<file path="src/rtl/core/dbnc_pkg.sv">
// ----------------------------------------------------------------------------
// Key debouncer package
// Shared types, event and action codes, and sizes for the key debouncer.
// ----------------------------------------------------------------------------
package dbnc_pkg;

  localparam int unsigned NUM_KEYS = 6;
  localparam int unsigned THR_W    = 15;
  localparam int unsigned CNT_W    = 16;
  localparam int unsigned ELAPSED_W = 16;
  localparam int unsigned IDX_W    = 3;
  localparam int unsigned ADDR_W   = 3;
  localparam int unsigned DATA_W   = 32;

  localparam logic [THR_W-1:0] PRESS_THR_RST = 15'd9;
  localparam logic [THR_W-1:0] HOLD_THR_RST  = 15'd249;

  // Register indexes on the configuration port
  localparam logic REG_PRESS_THR = 1'b0;
  localparam logic REG_HOLD_THR  = 1'b1;

  typedef enum logic [1:0] {
    ACT_TICK  = 2'd0,
    ACT_QUERY = 2'd1,
    ACT_PEEK  = 2'd2,
    ACT_CLEAR = 2'd3
  } action_e;

  typedef enum logic [1:0] {
    EV_NONE    = 2'd0,
    EV_PRESS   = 2'd1,
    EV_HOLD    = 2'd2,
    EV_RELEASE = 2'd3
  } event_e;

  typedef struct packed {
    action_e                action;
    logic [ELAPSED_W-1:0]   elapsed_ms;
    logic [NUM_KEYS-1:0]    key_pressed;
    logic [IDX_W-1:0]       key_index;
  } req_t;

  typedef struct packed {
    event_e                 key_event;
    logic                   changed_flag;
    logic [NUM_KEYS-1:0]    changed_mask;
    logic [2*NUM_KEYS-1:0]  all_events;
  } rsp_t;

  // Per-key control from the request stage
  typedef struct packed {
    logic                 tick;
    logic                 pressed;
    logic [ELAPSED_W-1:0] elapsed;
    logic                 ack;
    logic                 clear;
  } key_ctrl_t;

  // Per-key status: current and next values
  typedef struct packed {
    event_e event_q;
    logic   dirty_q;
    event_e event_d;
    logic   dirty_d;
  } key_stat_t;

endpackage

</file>
<file path="src/rtl/core/dbnc_cfg.sv">
// ----------------------------------------------------------------------------
// Key debouncer configuration registers
// APB-style register file holding the press and hold thresholds.
// ----------------------------------------------------------------------------
module dbnc_cfg (
  input  logic                         clk_i,
  input  logic                         rst_ni,
  input  logic                         psel,
  input  logic                         penable,
  input  logic                         pwrite,
  input  logic [dbnc_pkg::ADDR_W-1:0]  paddr,
  input  logic [dbnc_pkg::DATA_W-1:0]  pwdata,
  output logic [dbnc_pkg::DATA_W-1:0]  prdata,
  output logic                         pready,
  output logic [dbnc_pkg::THR_W-1:0]   press_thr_o,
  output logic [dbnc_pkg::THR_W-1:0]   hold_thr_o
);

  logic [dbnc_pkg::THR_W-1:0] press_thr_q, press_thr_d;
  logic [dbnc_pkg::THR_W-1:0] hold_thr_q, hold_thr_d;
  logic                       wr_en;
  logic                       reg_sel;

  assign pready  = 1'b1;
  assign wr_en   = psel && penable && pwrite;
  assign reg_sel = paddr[2];

  always_comb begin
    press_thr_d = press_thr_q;
    hold_thr_d  = hold_thr_q;
    if (wr_en) begin
      unique case (reg_sel)
        dbnc_pkg::REG_PRESS_THR: press_thr_d = pwdata[dbnc_pkg::THR_W-1:0];
        dbnc_pkg::REG_HOLD_THR:  hold_thr_d  = pwdata[dbnc_pkg::THR_W-1:0];
        default: ;
      endcase
    end
  end

  always_comb begin
    unique case (reg_sel)
      dbnc_pkg::REG_PRESS_THR:
        prdata = {{(dbnc_pkg::DATA_W-dbnc_pkg::THR_W){1'b0}}, press_thr_q};
      dbnc_pkg::REG_HOLD_THR:
        prdata = {{(dbnc_pkg::DATA_W-dbnc_pkg::THR_W){1'b0}}, hold_thr_q};
      default: prdata = '0;
    endcase
  end

  always_ff @(posedge clk_i or negedge rst_ni) begin
    if (!rst_ni) begin
      press_thr_q <= dbnc_pkg::PRESS_THR_RST;
      hold_thr_q  <= dbnc_pkg::HOLD_THR_RST;
    end else begin
      press_thr_q <= press_thr_d;
      hold_thr_q  <= hold_thr_d;
    end
  end

  assign press_thr_o = press_thr_q;
  assign hold_thr_o  = hold_thr_q;

endmodule

</file>
<file path="src/rtl/core/dbnc_key.sv">
// ----------------------------------------------------------------------------
// Key debouncer per-key cell
// Counter, event state and sticky changed flag of one key.
// ----------------------------------------------------------------------------
module dbnc_key (
  input  logic                        clk_i,
  input  logic                        rst_ni,
  input  dbnc_pkg::key_ctrl_t         ctrl_i,
  input  logic [dbnc_pkg::THR_W-1:0]  press_thr_i,
  input  logic [dbnc_pkg::THR_W-1:0]  hold_thr_i,
  output dbnc_pkg::key_stat_t         stat_o
);

  localparam logic signed [17:0] SAT_MAX = 18'sd32767;
  localparam logic signed [17:0] SAT_MIN = -18'sd32768;

  dbnc_pkg::event_e              event_q, event_d;
  logic                          dirty_q, dirty_d;
  logic signed [dbnc_pkg::CNT_W-1:0] count_q, count_d;

  logic signed [17:0] cnt_x, up_x, dn_x, el_x, pt_x, ht_x;
  logic signed [17:0] up_sx, dn_sx;
  logic signed [dbnc_pkg::CNT_W-1:0] up_sat, dn_sat;

  always_comb begin
    cnt_x  = {{2{count_q[dbnc_pkg::CNT_W-1]}}, count_q};
    el_x   = $signed({2'b00, ctrl_i.elapsed});
    pt_x   = $signed({3'b000, press_thr_i});
    ht_x   = $signed({3'b000, hold_thr_i});
    up_x   = cnt_x + el_x;
    dn_x   = cnt_x - el_x;
    up_sat = (up_x > SAT_MAX) ? SAT_MAX[dbnc_pkg::CNT_W-1:0] : up_x[dbnc_pkg::CNT_W-1:0];
    dn_sat = (dn_x < SAT_MIN) ? SAT_MIN[dbnc_pkg::CNT_W-1:0] : dn_x[dbnc_pkg::CNT_W-1:0];
    up_sx  = {{2{up_sat[dbnc_pkg::CNT_W-1]}}, up_sat};
    dn_sx  = {{2{dn_sat[dbnc_pkg::CNT_W-1]}}, dn_sat};
  end

  always_comb begin
    event_d = event_q;
    count_d = count_q;
    dirty_d = dirty_q;
    if (ctrl_i.tick) begin
      if (ctrl_i.pressed) begin
        unique case (event_q)
          dbnc_pkg::EV_NONE, dbnc_pkg::EV_RELEASE: begin
            count_d = up_sat;
            if (up_sx > pt_x) event_d = dbnc_pkg::EV_PRESS;
          end
          dbnc_pkg::EV_PRESS: begin
            count_d = up_sat;
            if (up_sx > ht_x) event_d = dbnc_pkg::EV_HOLD;
          end
          default: ;
        endcase
      end else if (event_q == dbnc_pkg::EV_PRESS || event_q == dbnc_pkg::EV_HOLD) begin
        // clamp to the press threshold first, then count down
        if (cnt_x > pt_x) begin
          count_d = pt_x[dbnc_pkg::CNT_W-1:0];
        end else begin
          count_d = dn_sat;
          if (dn_sx < 18'sd0) begin
            event_d = (event_q == dbnc_pkg::EV_PRESS) ? dbnc_pkg::EV_NONE
                                                      : dbnc_pkg::EV_RELEASE;
          end
        end
      end
      if (event_d != event_q) dirty_d = 1'b1;
    end else if (ctrl_i.ack) begin
      if (event_q == dbnc_pkg::EV_RELEASE) event_d = dbnc_pkg::EV_NONE;
      dirty_d = 1'b0;
    end else if (ctrl_i.clear) begin
      dirty_d = 1'b0;
    end
  end

  always_ff @(posedge clk_i or negedge rst_ni) begin
    if (!rst_ni) begin
      event_q <= dbnc_pkg::EV_NONE;
      count_q <= '0;
      dirty_q <= 1'b0;
    end else begin
      event_q <= event_d;
      count_q <= count_d;
      dirty_q <= dirty_d;
    end
  end

  assign stat_o.event_q = event_q;
  assign stat_o.dirty_q = dirty_q;
  assign stat_o.event_d = event_d;
  assign stat_o.dirty_d = dirty_d;

endmodule

</file>
<file path="src/rtl/core/multi_key_press_hold_debouncer_unit.sv">
// ----------------------------------------------------------------------------
// Multi-key press/hold debouncer
// Turns six key levels into none/press/hold/release events with sticky flags.
// ----------------------------------------------------------------------------
// Each request passes through an input register and a result register, and
// all six key cells update in parallel as it moves from the first to the
// second: one request per cycle is taken while the output is not stalled.
// The input register lets a new request be taken while a finished result
// still waits on out_stall_i. Thresholds are written through the APB port
// only while no request is in flight: the user keeps to it, the block does not enforce it.
module multi_key_press_hold_debouncer_unit (
  input  logic                         clk_i,
  input  logic                         rst_ni,
  input  logic                         in_valid_i,
  output logic                         in_stall_o,
  input  dbnc_pkg::req_t               in_req_i,
  output logic                         out_valid_o,
  input  logic                         out_stall_i,
  output dbnc_pkg::rsp_t               out_rsp_o,
  input  logic                         psel,
  input  logic                         penable,
  input  logic                         pwrite,
  input  logic [dbnc_pkg::ADDR_W-1:0]  paddr,
  input  logic [dbnc_pkg::DATA_W-1:0]  pwdata,
  output logic [dbnc_pkg::DATA_W-1:0]  prdata,
  output logic                         pready
);

  logic                       in_valid_q, in_valid_d;
  dbnc_pkg::req_t             in_q, in_d;
  logic                       out_valid_q, out_valid_d;
  dbnc_pkg::rsp_t             out_q, out_d;
  logic                       out_free, adv, accept;
  logic                       idx_ok;
  logic [dbnc_pkg::THR_W-1:0] press_thr, hold_thr;

  dbnc_pkg::key_ctrl_t        key_ctrl [dbnc_pkg::NUM_KEYS];
  dbnc_pkg::key_stat_t        key_stat [dbnc_pkg::NUM_KEYS];
  logic [dbnc_pkg::NUM_KEYS-1:0]   dirty_vec;
  logic [2*dbnc_pkg::NUM_KEYS-1:0] event_vec;

  dbnc_cfg u_cfg (
    .clk_i       (clk_i),
    .rst_ni      (rst_ni),
    .psel        (psel),
    .penable     (penable),
    .pwrite      (pwrite),
    .paddr       (paddr),
    .pwdata      (pwdata),
    .prdata      (prdata),
    .pready      (pready),
    .press_thr_o (press_thr),
    .hold_thr_o  (hold_thr)
  );

  // Handshake
  assign out_free   = !out_valid_q || !out_stall_i;
  assign adv        = in_valid_q && out_free;
  assign in_stall_o = in_valid_q && !out_free;
  assign accept     = in_valid_i && !in_stall_o;
  assign idx_ok     = in_q.key_index < dbnc_pkg::IDX_W'(dbnc_pkg::NUM_KEYS);

  always_comb begin
    in_valid_d  = accept || (in_valid_q && !adv);
    in_d        = accept ? in_req_i : in_q;
    out_valid_d = out_free ? adv : out_valid_q;
  end

  for (genvar k = 0; k < dbnc_pkg::NUM_KEYS; k++) begin : g_key
    always_comb begin
      key_ctrl[k].tick    = adv && (in_q.action == dbnc_pkg::ACT_TICK) &&
                            (in_q.elapsed_ms != '0);
      key_ctrl[k].pressed = in_q.key_pressed[k];
      key_ctrl[k].elapsed = in_q.elapsed_ms;
      key_ctrl[k].ack     = adv && (in_q.action == dbnc_pkg::ACT_QUERY) &&
                            (in_q.key_index == dbnc_pkg::IDX_W'(k));
      key_ctrl[k].clear   = adv && (in_q.action == dbnc_pkg::ACT_CLEAR);
    end

    dbnc_key u_key (
      .clk_i       (clk_i),
      .rst_ni      (rst_ni),
      .ctrl_i      (key_ctrl[k]),
      .press_thr_i (press_thr),
      .hold_thr_i  (hold_thr),
      .stat_o      (key_stat[k])
    );

    assign dirty_vec[k]         = key_stat[k].dirty_q;
    assign event_vec[2*k +: 2]  = key_stat[k].event_q;
  end

  // Build the result from pre-update selected key and post-update snapshot
  always_comb begin
    out_d = out_q;
    if (adv) begin
      out_d.key_event    = dbnc_pkg::EV_NONE;
      out_d.changed_flag = 1'b0;
      for (int k = 0; k < dbnc_pkg::NUM_KEYS; k++) begin
        if (idx_ok && (in_q.key_index == dbnc_pkg::IDX_W'(k))) begin
          if (in_q.action == dbnc_pkg::ACT_QUERY || in_q.action == dbnc_pkg::ACT_PEEK) begin
            out_d.key_event = key_stat[k].event_q;
          end
          if (in_q.action == dbnc_pkg::ACT_QUERY) begin
            out_d.changed_flag = key_stat[k].dirty_q;
          end
        end
        out_d.changed_mask[k]    = key_stat[k].dirty_d;
        out_d.all_events[2*k +: 2] = key_stat[k].event_d;
      end
    end
  end

  always_ff @(posedge clk_i or negedge rst_ni) begin
    if (!rst_ni) begin
      in_valid_q  <= 1'b0;
      out_valid_q <= 1'b0;
    end else begin
      in_valid_q  <= in_valid_d;
      out_valid_q <= out_valid_d;
    end
  end

  always_ff @(posedge clk_i) begin
    in_q  <= in_d;
    out_q <= out_d;
  end

  assign out_valid_o = out_valid_q;
  assign out_rsp_o   = out_q;

`ifndef ASSERT_OFF
  a_stall_needs_full: assert property (@(posedge clk_i) disable iff (!rst_ni)
    in_stall_o |-> in_valid_q)
    else $error("input stalled with empty input register");

  a_clear_all: assert property (@(posedge clk_i) disable iff (!rst_ni)
    (adv && in_q.action == dbnc_pkg::ACT_CLEAR) |=> (dirty_vec == '0))
    else $error("clear left a changed flag set");

  a_zero_tick: assert property (@(posedge clk_i) disable iff (!rst_ni)
    (adv && in_q.action == dbnc_pkg::ACT_TICK && in_q.elapsed_ms == '0)
      |=> $stable(event_vec))
    else $error("zero-time tick changed an event");

  a_query_ack: assert property (@(posedge clk_i) disable iff (!rst_ni)
    (adv && in_q.action == dbnc_pkg::ACT_QUERY && idx_ok)
      |=> !dirty_vec[$past(in_q.key_index)])
    else $error("query did not clear the changed flag");
`endif

endmodule

</file>
<file path="config.mk">
export PLATFORM = sky130hd
export DESIGN_NAME = multi_key_press_hold_debouncer_unit
export DESIGN_NICKNAME = d
export VERILOG_FILES = /design/src/rtl/core/dbnc_pkg.sv /design/src/rtl/core/dbnc_cfg.sv /design/src/rtl/core/dbnc_key.sv /design/src/rtl/core/multi_key_press_hold_debouncer_unit.sv
export SDC_FILE = /design/constraint.sdc
export NUM_CORES = 1
export LEC_CHECK = 0
export CELL_PAD_IN_SITES_DETAIL_PLACEMENT = 0
export CELL_PAD_IN_SITES_GLOBAL_PLACEMENT = 1
export CORE_MARGIN = 1.5
export CORE_UTILIZATION = 50
export CTS_CLUSTER_DIAMETER = 60
export DETAILED_ROUTE_END_ITERATION = 8
export DONT_BUFFER_PORTS = 1
export GPL_ROUTABILITY_DRIVEN = 1
export GPL_TIMING_DRIVEN = 0
export PLACE_DENSITY = 0.91
export REMOVE_ABC_BUFFERS = 1
export SLEW_MARGIN = 25
export SYNTH_ARGS = -nofsm -noshare
export SYNTH_HDL_FRONTEND = slang
export SYNTH_SLANG_ARGS = --single-unit
</file>
<file path="constraint.sdc">
create_clock -name clk_i -period 6.3 [get_ports clk_i]
set_clock_uncertainty 0.2 [all_clocks]
set_input_delay 0.315 -clock clk_i [delete_from_list [all_inputs] [get_ports clk_i]]
set_output_delay 0.315 -clock clk_i [all_outputs]
set_load 0.01 [all_outputs]
</file>
## Word-level counts from Yosys, hierarchy flattened

Cells that the tools add are included.

- Input bits: 69
- Register bits: 194

- Magnitude comparators: 37
- Reduce and logical (&&, ||, !) cells: 71
- Bitwise gates (word level): 1
- Eq/ne operators: 38
- Add/subtract/negate cells: 12
- Multiplexer cells: 153

Operators with widths:

| kind | count |
|---|---|
| 2-to-1 mux 16 bit | 36 |
| greater-than comparator 16 bit | 18 |
| 2-to-1 mux 2 bit | 72 |
| adder 16 x 17 -> 18 bit | 6 |
| greater-than comparator 18 x 16 -> 1 bit, second input constant | 6 |
| less-than comparator 18 x 16 -> 1 bit, second input constant | 6 |
| subtractor 16 x 17 -> 18 bit | 6 |
| less-than comparator 16 x 1 -> 1 bit, second input constant | 6 |
| case mux 32 bit (2 select lines) | 1 |
| 2-to-1 mux 1 bit | 30 |
| == test 2 bit, second input constant | 14 |
| 2-to-1 mux 3 bit | 8 |
| case mux 2 bit (2 select lines) | 6 |
| logical AND 1 bit | 22 |
| AND reduction 3 bit | 6 |
| OR reduction 3 bit | 6 |
| nonzero test 16 bit | 1 |
| == test 2 x 1 -> 1 bit, second input constant | 7 |
| logical NOT 2 bit | 7 |
| != test 2 bit | 6 |
| != test 2 bit, second input constant | 6 |
| nonzero test 2 bit | 6 |
| OR reduction 2 bit | 6 |
| logical OR 1 bit | 9 |
| 8 further kinds | 15 |

## Longest topological paths before layout

- Depth after elaboration: 16
- Mapped depth: 25
- Mapped depth without buffers: 23

## Cells and area by module

A second synthesis with hierarchy kept.

- Cell total of the unflattened synthesis: 3626
- Area, all modules: 29483.3 µm²

Modules (own cells, without submodules):

| module | area an instance (µm²) | sequential area each (µm²) | cells an instance | times used |
|---|---|---|---|---|
| dbnc_key at g_key[3].u_key ... | 4280.4 | 475.5 | 556 | 2 |
| dbnc_key at g_key[5].u_key | 4624.4 | 475.5 | 610 | 1 |
| dbnc_key at g_key[0].u_key | 4381.7 | 475.5 | 567 | 1 |
| dbnc_key at g_key[1].u_key | 4374.2 | 475.5 | 584 | 1 |
| dbnc_key at g_key[2].u_key | 4155.2 | 475.5 | 541 | 1 |
| multi_key_press_hold_debouncer_unit | 1855.5 | 1491.4 | 111 | 1 |
| dbnc_cfg | 1531.5 | 760.7 | 101 | 1 |

## Least setup slack after synthesis

No wires, ideal clock.

- Path type: reg2reg
- Start: reg in_q[10] in the netlist's numbering
- End: reg out_q (netlist bit out_rsp_o[16]), data pin
- Period minus slack after synthesis: 5.610 ns
- Setup slack: 0.690 ns
- Required time: 5.837 ns
- Library setup time: 0.263 ns
- Arrival time: 5.147 ns
- Cell stages (with the launch flop): 24
- Path through: edfxtp_1 > inv_1 > ha_1 > nand2b_1 > a221oi_2 > o31ai_1 > and3_1 > nor4b_2 > nor2_1 > xnor2_2 > o2bb2ai_2 > clkbuf_1 > nand2_1 > ha_1 > a21o_1 > a211oi_1 > o21ai_0 > o221a_2 > o21bai_1 > a21oi_1 > nor2_1 > a31oi_1 > a31o_2 > o31a_1

- Longest elaborated chain between the ends: 12
- Elaborated cells between the ends (all ways): 22

RTL lines:

| what | line | RTL |
|---|---|---|
| from (decl) | multi_key_press_hold_debouncer_unit.sv:30 | `dbnc_pkg::req_t in_q, in_d;` |
| from (signal assigned) | multi_key_press_hold_debouncer_unit.sv:125 | `in_q <= in_d;` |
| subtractor 16 x 17 -> 18 bit | dbnc_key.sv:31 | `dn_x = cnt_x - el_x;` |
| less-than comparator 18 x 16 -> 1 bit | dbnc_key.sv:33 | `dn_sat = (dn_x < SAT_MIN) ? SAT_MIN[dbnc_pkg::CNT_W-1:0] : dn_x[dbnc_pkg::CNT_W-1:0];` |
| 2-to-1 mux 16 bit | dbnc_key.sv:33 |  |
| less-than comparator 16 x 1 -> 1 bit | dbnc_key.sv:61 | `if (dn_sx < 18'sd0) begin` |
| 2-to-1 mux 2 bit | dbnc_key.sv:61 |  |
| 2-to-1 mux 2 bit | dbnc_key.sv:57 | `if (cnt_x > pt_x) begin` |
| 2-to-1 mux 2 bit | dbnc_key.sv:55 | `end else if (event_q == dbnc_pkg::EV_PRESS \|\| event_q == dbnc_pkg::EV_HOLD) begin` |
| 2-to-1 mux 2 bit | dbnc_key.sv:43 | `if (ctrl_i.pressed) begin` |
| 2-to-1 mux 2 bit | dbnc_key.sv:42 | `if (ctrl_i.tick) begin` |
| != test 2 bit | dbnc_key.sv:67 | `if (event_d != event_q) dirty_d = 1'b1;` |
| 2-to-1 mux 1 bit | dbnc_key.sv:67 |  |
| 2-to-1 mux 1 bit * | dbnc_key.sv:42 |  |
| via g_key[4].u_key.dirty_d | dbnc_key.sv:18 | `logic dirty_q, dirty_d;` |
| to (signal assigned) | multi_key_press_hold_debouncer_unit.sv:126 | `out_q <= out_d;` |
| to (decl) | multi_key_press_hold_debouncer_unit.sv:32 | `dbnc_pkg::rsp_t out_q, out_d;` |

The timed path passes the listed nets; every way through them passes the cells marked *. The select of a mux whose other input is x is not followed.
A chain may end at the register's enable or synchronous reset.

## Worst setup path after layout

- Start: reg in_q[15] in the netlist's numbering
- End: reg out_q (netlist bit out_rsp_o[5]), data pin

- Longest elaborated chain between the ends: 10
- Elaborated cells between the ends (all ways): 20

RTL lines:

| what | line | RTL |
|---|---|---|
| subtractor 16 x 17 -> 18 bit | dbnc_key.sv:31 |  |
| less-than comparator 18 x 16 -> 1 bit | dbnc_key.sv:33 |  |
| 2-to-1 mux 16 bit | dbnc_key.sv:33 |  |
| less-than comparator 16 x 1 -> 1 bit | dbnc_key.sv:61 |  |
| 2-to-1 mux 2 bit | dbnc_key.sv:61 |  |
| 2-to-1 mux 2 bit | dbnc_key.sv:57 |  |
| 2-to-1 mux 2 bit | dbnc_key.sv:55 |  |
| 2-to-1 mux 2 bit | dbnc_key.sv:43 |  |
| 2-to-1 mux 2 bit | dbnc_key.sv:42 |  |
| 2-to-1 mux 2 bit * | dbnc_key.sv:42 |  |
| via g_key[2].u_key.event_d[1] | dbnc_key.sv:17 | `dbnc_pkg::event_e event_q, event_d;` |

Marks and branches as above.

==> metrics.md <==
| Metric | Value |
|---|---|
| Required time worst endpoint | 6310 ps |
| Tot Pwr | 18.1 mW |
| Root buffer cell | clkbuf_16 |
| Reg2reg setup slack | 190 ps |
| Vias | 26,500 |
| Hold_sp | in_valid_i |
| Via density | 6.79 |
| Outcome | complete, no violations |
| Fin area | 29,100 um2 |
| Final Hold Slack | 105 ps |
| Total track usage | 0.375 |
| Post-route ant nets | 0 |
| Clock sink count | 194 |
| Dominant synthesized flop cell | dfrtp_1 |
| CP Launch Point | in_q[15]$_DFFE_PP_ |
| Pleak | 12.7 nW |
| H-tree depth | 4 |
| Final hold vios | 0 |
| Total CTS buffers | 17 |
| Crit Path Category | flop to flop |
| Arr. time, crit path | 6130 ps |
| Fin crit period | 6110 ps |
| Drt pass-1 iters | 6 |
| Part of the cycle the worst path needs | 0.970 |
| Detailed Route WL | 106 mm |
| HPWL after DPL | 74.0 mm |
| Largest net degree at the start of global routing | 147 |
| Synth top area share | 0.230 |
| Vias in the first global route | 25,300 |
| Worst setup EP type | flop |
| Max_cap viols | 0 |
| R2R Path Start | in_q[15]$_DFFE_PP_ |
| First-pass GRT wire length | 156 mm |
| Measured slew at the worst slew-check pin | 1130 ps |
| Rows | 84 |
| PwrDens | 620 nW/um2 |
| Hold crit path type | input port to flop |
| Max Clk Rate | 0.164 GHz |
| Starting Density | 0.509 |
| Core ar. | 52,900 um2 |
| Die Footprint | 55,200 um2 |
| Area contributors post-synth | ha_1 (23%), dfrtp_1 (13%), edfxtp_1 (5.4%) |
| Initial antenna violation count | 2 |
| Post-Syn Instances | 3,233 |
| Global placer's final weighted congestion | 0.965 |
| Post-synthesis area per instance | 8.32 um2 |
| Area after DPL | 27,200 um2 |
| CTS tree | done |
| Async set or reset register ratio after synthesis | 0.753 |
| Max clock buf depth | 2 |
| Reg clk slew, reported paths | 80 ps |
| Share of layout cells above drive strength 1 | 0.0879 |
| Clock latency reported for the late side of the worst-skew pair | 530 ps |
| Synth warnings | 0 |
| Die height | 235 um |
| Crit start category | flop |
| PortBufs | 0 |
| Area grow syn2layout | 8.25% |
| Nets@finish | 3,784 |
| Mapped Area | 26,900 um2 |
| Remaining global-route overflow | 0 |
| Final Max Tran Viols | 0 |
| Setup violations, final | 0 |
| Cell taking the most area after synthesis | ha_1 |
| Slew HR | 0.246 |
| Average wire per standard cell | 27.1 um |
| EDFF count, synth | 48 |
| Synth cell types | 109 |
| 1st-iter DRT viols | 3,152 |
| CP Max Fanout | 10 |
| Num ports | 125 |
| Synth Register Bits | 194 |
| Register area share after synthesis | 0.190 |
| Die X | 235 um |
| Max IR drop VDD | 0.317 mV |
| Core Util, Final | 0.551 |
| Number of remaining DRC errors | 0 |
## what timing repair did
action | 4_1_cts | 5_1_grt
resized for setup | 14 | 35
cloned | 0 | 0
pin swaps | 1 | 7
endpoints found under the setup margin | 36 | 35
setup buffers | 36 | 21
hold endpoints to repair | 205 | 0
hold buffers | 47 | 0
## kinds of logic after synthesis
kind of cell,after synthesis,synth area share
compound gates,989,0.264
xor+xnor,155,0.0508
fa+ha+maj,507,0.239
buf+inv,367,0.0578
flops,194,0.190
mux,55,0.0234
other cells,2,0.000279
simple gates,964,0.174
## cells in the mapped netlist (18+ instances only)
cell type and count:
o21bai_1 30, buf_2 52, xnor2_1 131, clkbuf_1 96, edfxtp_1 48, nand2_1 227, a31oi_1 32, nor2_1 279
nand3_1 70, a221oi_1 56, a21oi_1 206, or3_1 23, o21ai_0 171, nand2b_1 49, and2_1 25, nor2b_1 74
a2111oi_0 20, mux2_2 34, o211ai_1 19, inv_1 184, o31ai_1 20, a311oi_1 20, and3_1 26, nand4_1 48
a21o_1 66, a211oi_1 64, xor2_1 23, nor3_1 72, buf_4 22, mux2i_1 18, o21a_1 48, ha_1 495
dfrtp_1 138, nor4_1 25
## state kept, by name (all words and copies together), names as in the netlist
name,flops
in_valid_q,1
g_key.u_key.event_q,12
u_cfg.press_thr_o,15
u_cfg.hold_thr_o,15
out_valid_o,1
g_key.u_key.count_q,96
in_q,27
out_rsp_o,21
g_key.u_key.dirty_q,6
## layer usage
layer	global-route usage	vias to the layer above	routed length [um]
li1	-	11900	-
met2	0.546	1453	43800
met4	0.212	0	6260
met3	0.102	298	13200
met5	0	-	0
met1	0.500	12800	42900
## through the flow
stage | setup slack, ps | setup TNS, ps | instances
5_1_grt | -75.0 | -105 | 3909
2_1_floorplan | 416 | 0 | 3071
6_report | 188 | 0 | 3910
3_3_place_gp | -2440 | -47110 | 3759
4_1_cts | 18.2 | 0 | 3888
3_5_place_dp | -1450 | -30750 | 3773
## worst paths after layout
check / depth (start not counted) / to
worst max-delay path: 22 / out_rsp_o[5]$_DFFE_PP_
worst min-delay path: 1 / in_q[13]$_DFFE_PP_
worst max register to register: 22 / out_rsp_o[5]$_DFFE_PP_
worst min register to register: 1 / out_valid_o$_DFFE_PN0P_
max in group asynchronous: 2 / g_key[3].u_key.count_q[15]$_DFFE_PN0P_
min in group asynchronous: 2 / g_key[1].u_key.count_q[10]$_DFFE_PN0P_
## worst max-delay path, cell delays in order (launching register included)
cell and delay (ps):
edfxtp_1 680, clkinvlp_4 300, buf_4 240, ha_1 390
nor3_1 320, o311ai_0 290, a31oi_1 430, o31a_1 230
a22oi_2 100, buf_12 180, buf_4 160, and2_1 200
ha_1 180, nor2b_1 110, o21a_1 110, o21ai_0 70
a21oi_1 150, o21ai_0 100, o2111a_1 200, a2111oi_4 500
a21boi_0 220, a21oi_1 200, o221ai_1 220
## area by class of cell
cell class | instances | area [um2]
Fill cell | 4834 | 23700
Multi-Input combinational cell | 2688 | 20500
Sequential cell | 194 | 5110
Timing Repair Buffer | 118 | 1260
Tap cell | 688 | 861
Inverter | 189 | 763
Clock buffer | 18 | 450
Clock inverter | 14 | 130
Antenna cell | 1 | 2.50
## layout by cell type (no fill, tap or decap), types with 68 or more instances in the layout
cell type and count:
a21oi_1 205, o21ai_0 170, nand3_1 69, dfrtp_1 137, nor2_1 279, xnor2_1 131
nand2_1 227, nor3_1 68, inv_1 170, ha_1 490, nor2b_1 74
## report_power, final
| part | switching, mW | total [mW] | internal, mW |
|---|---|---|---|
| clock network | 0.623 | 1.17 | 0.546 |
| registers | 0.878 | 2.63 | 1.75 |
| logic | 8.59 | 14.3 | 5.67 |
No activity file was read; power rests on OpenSTA's default activity.
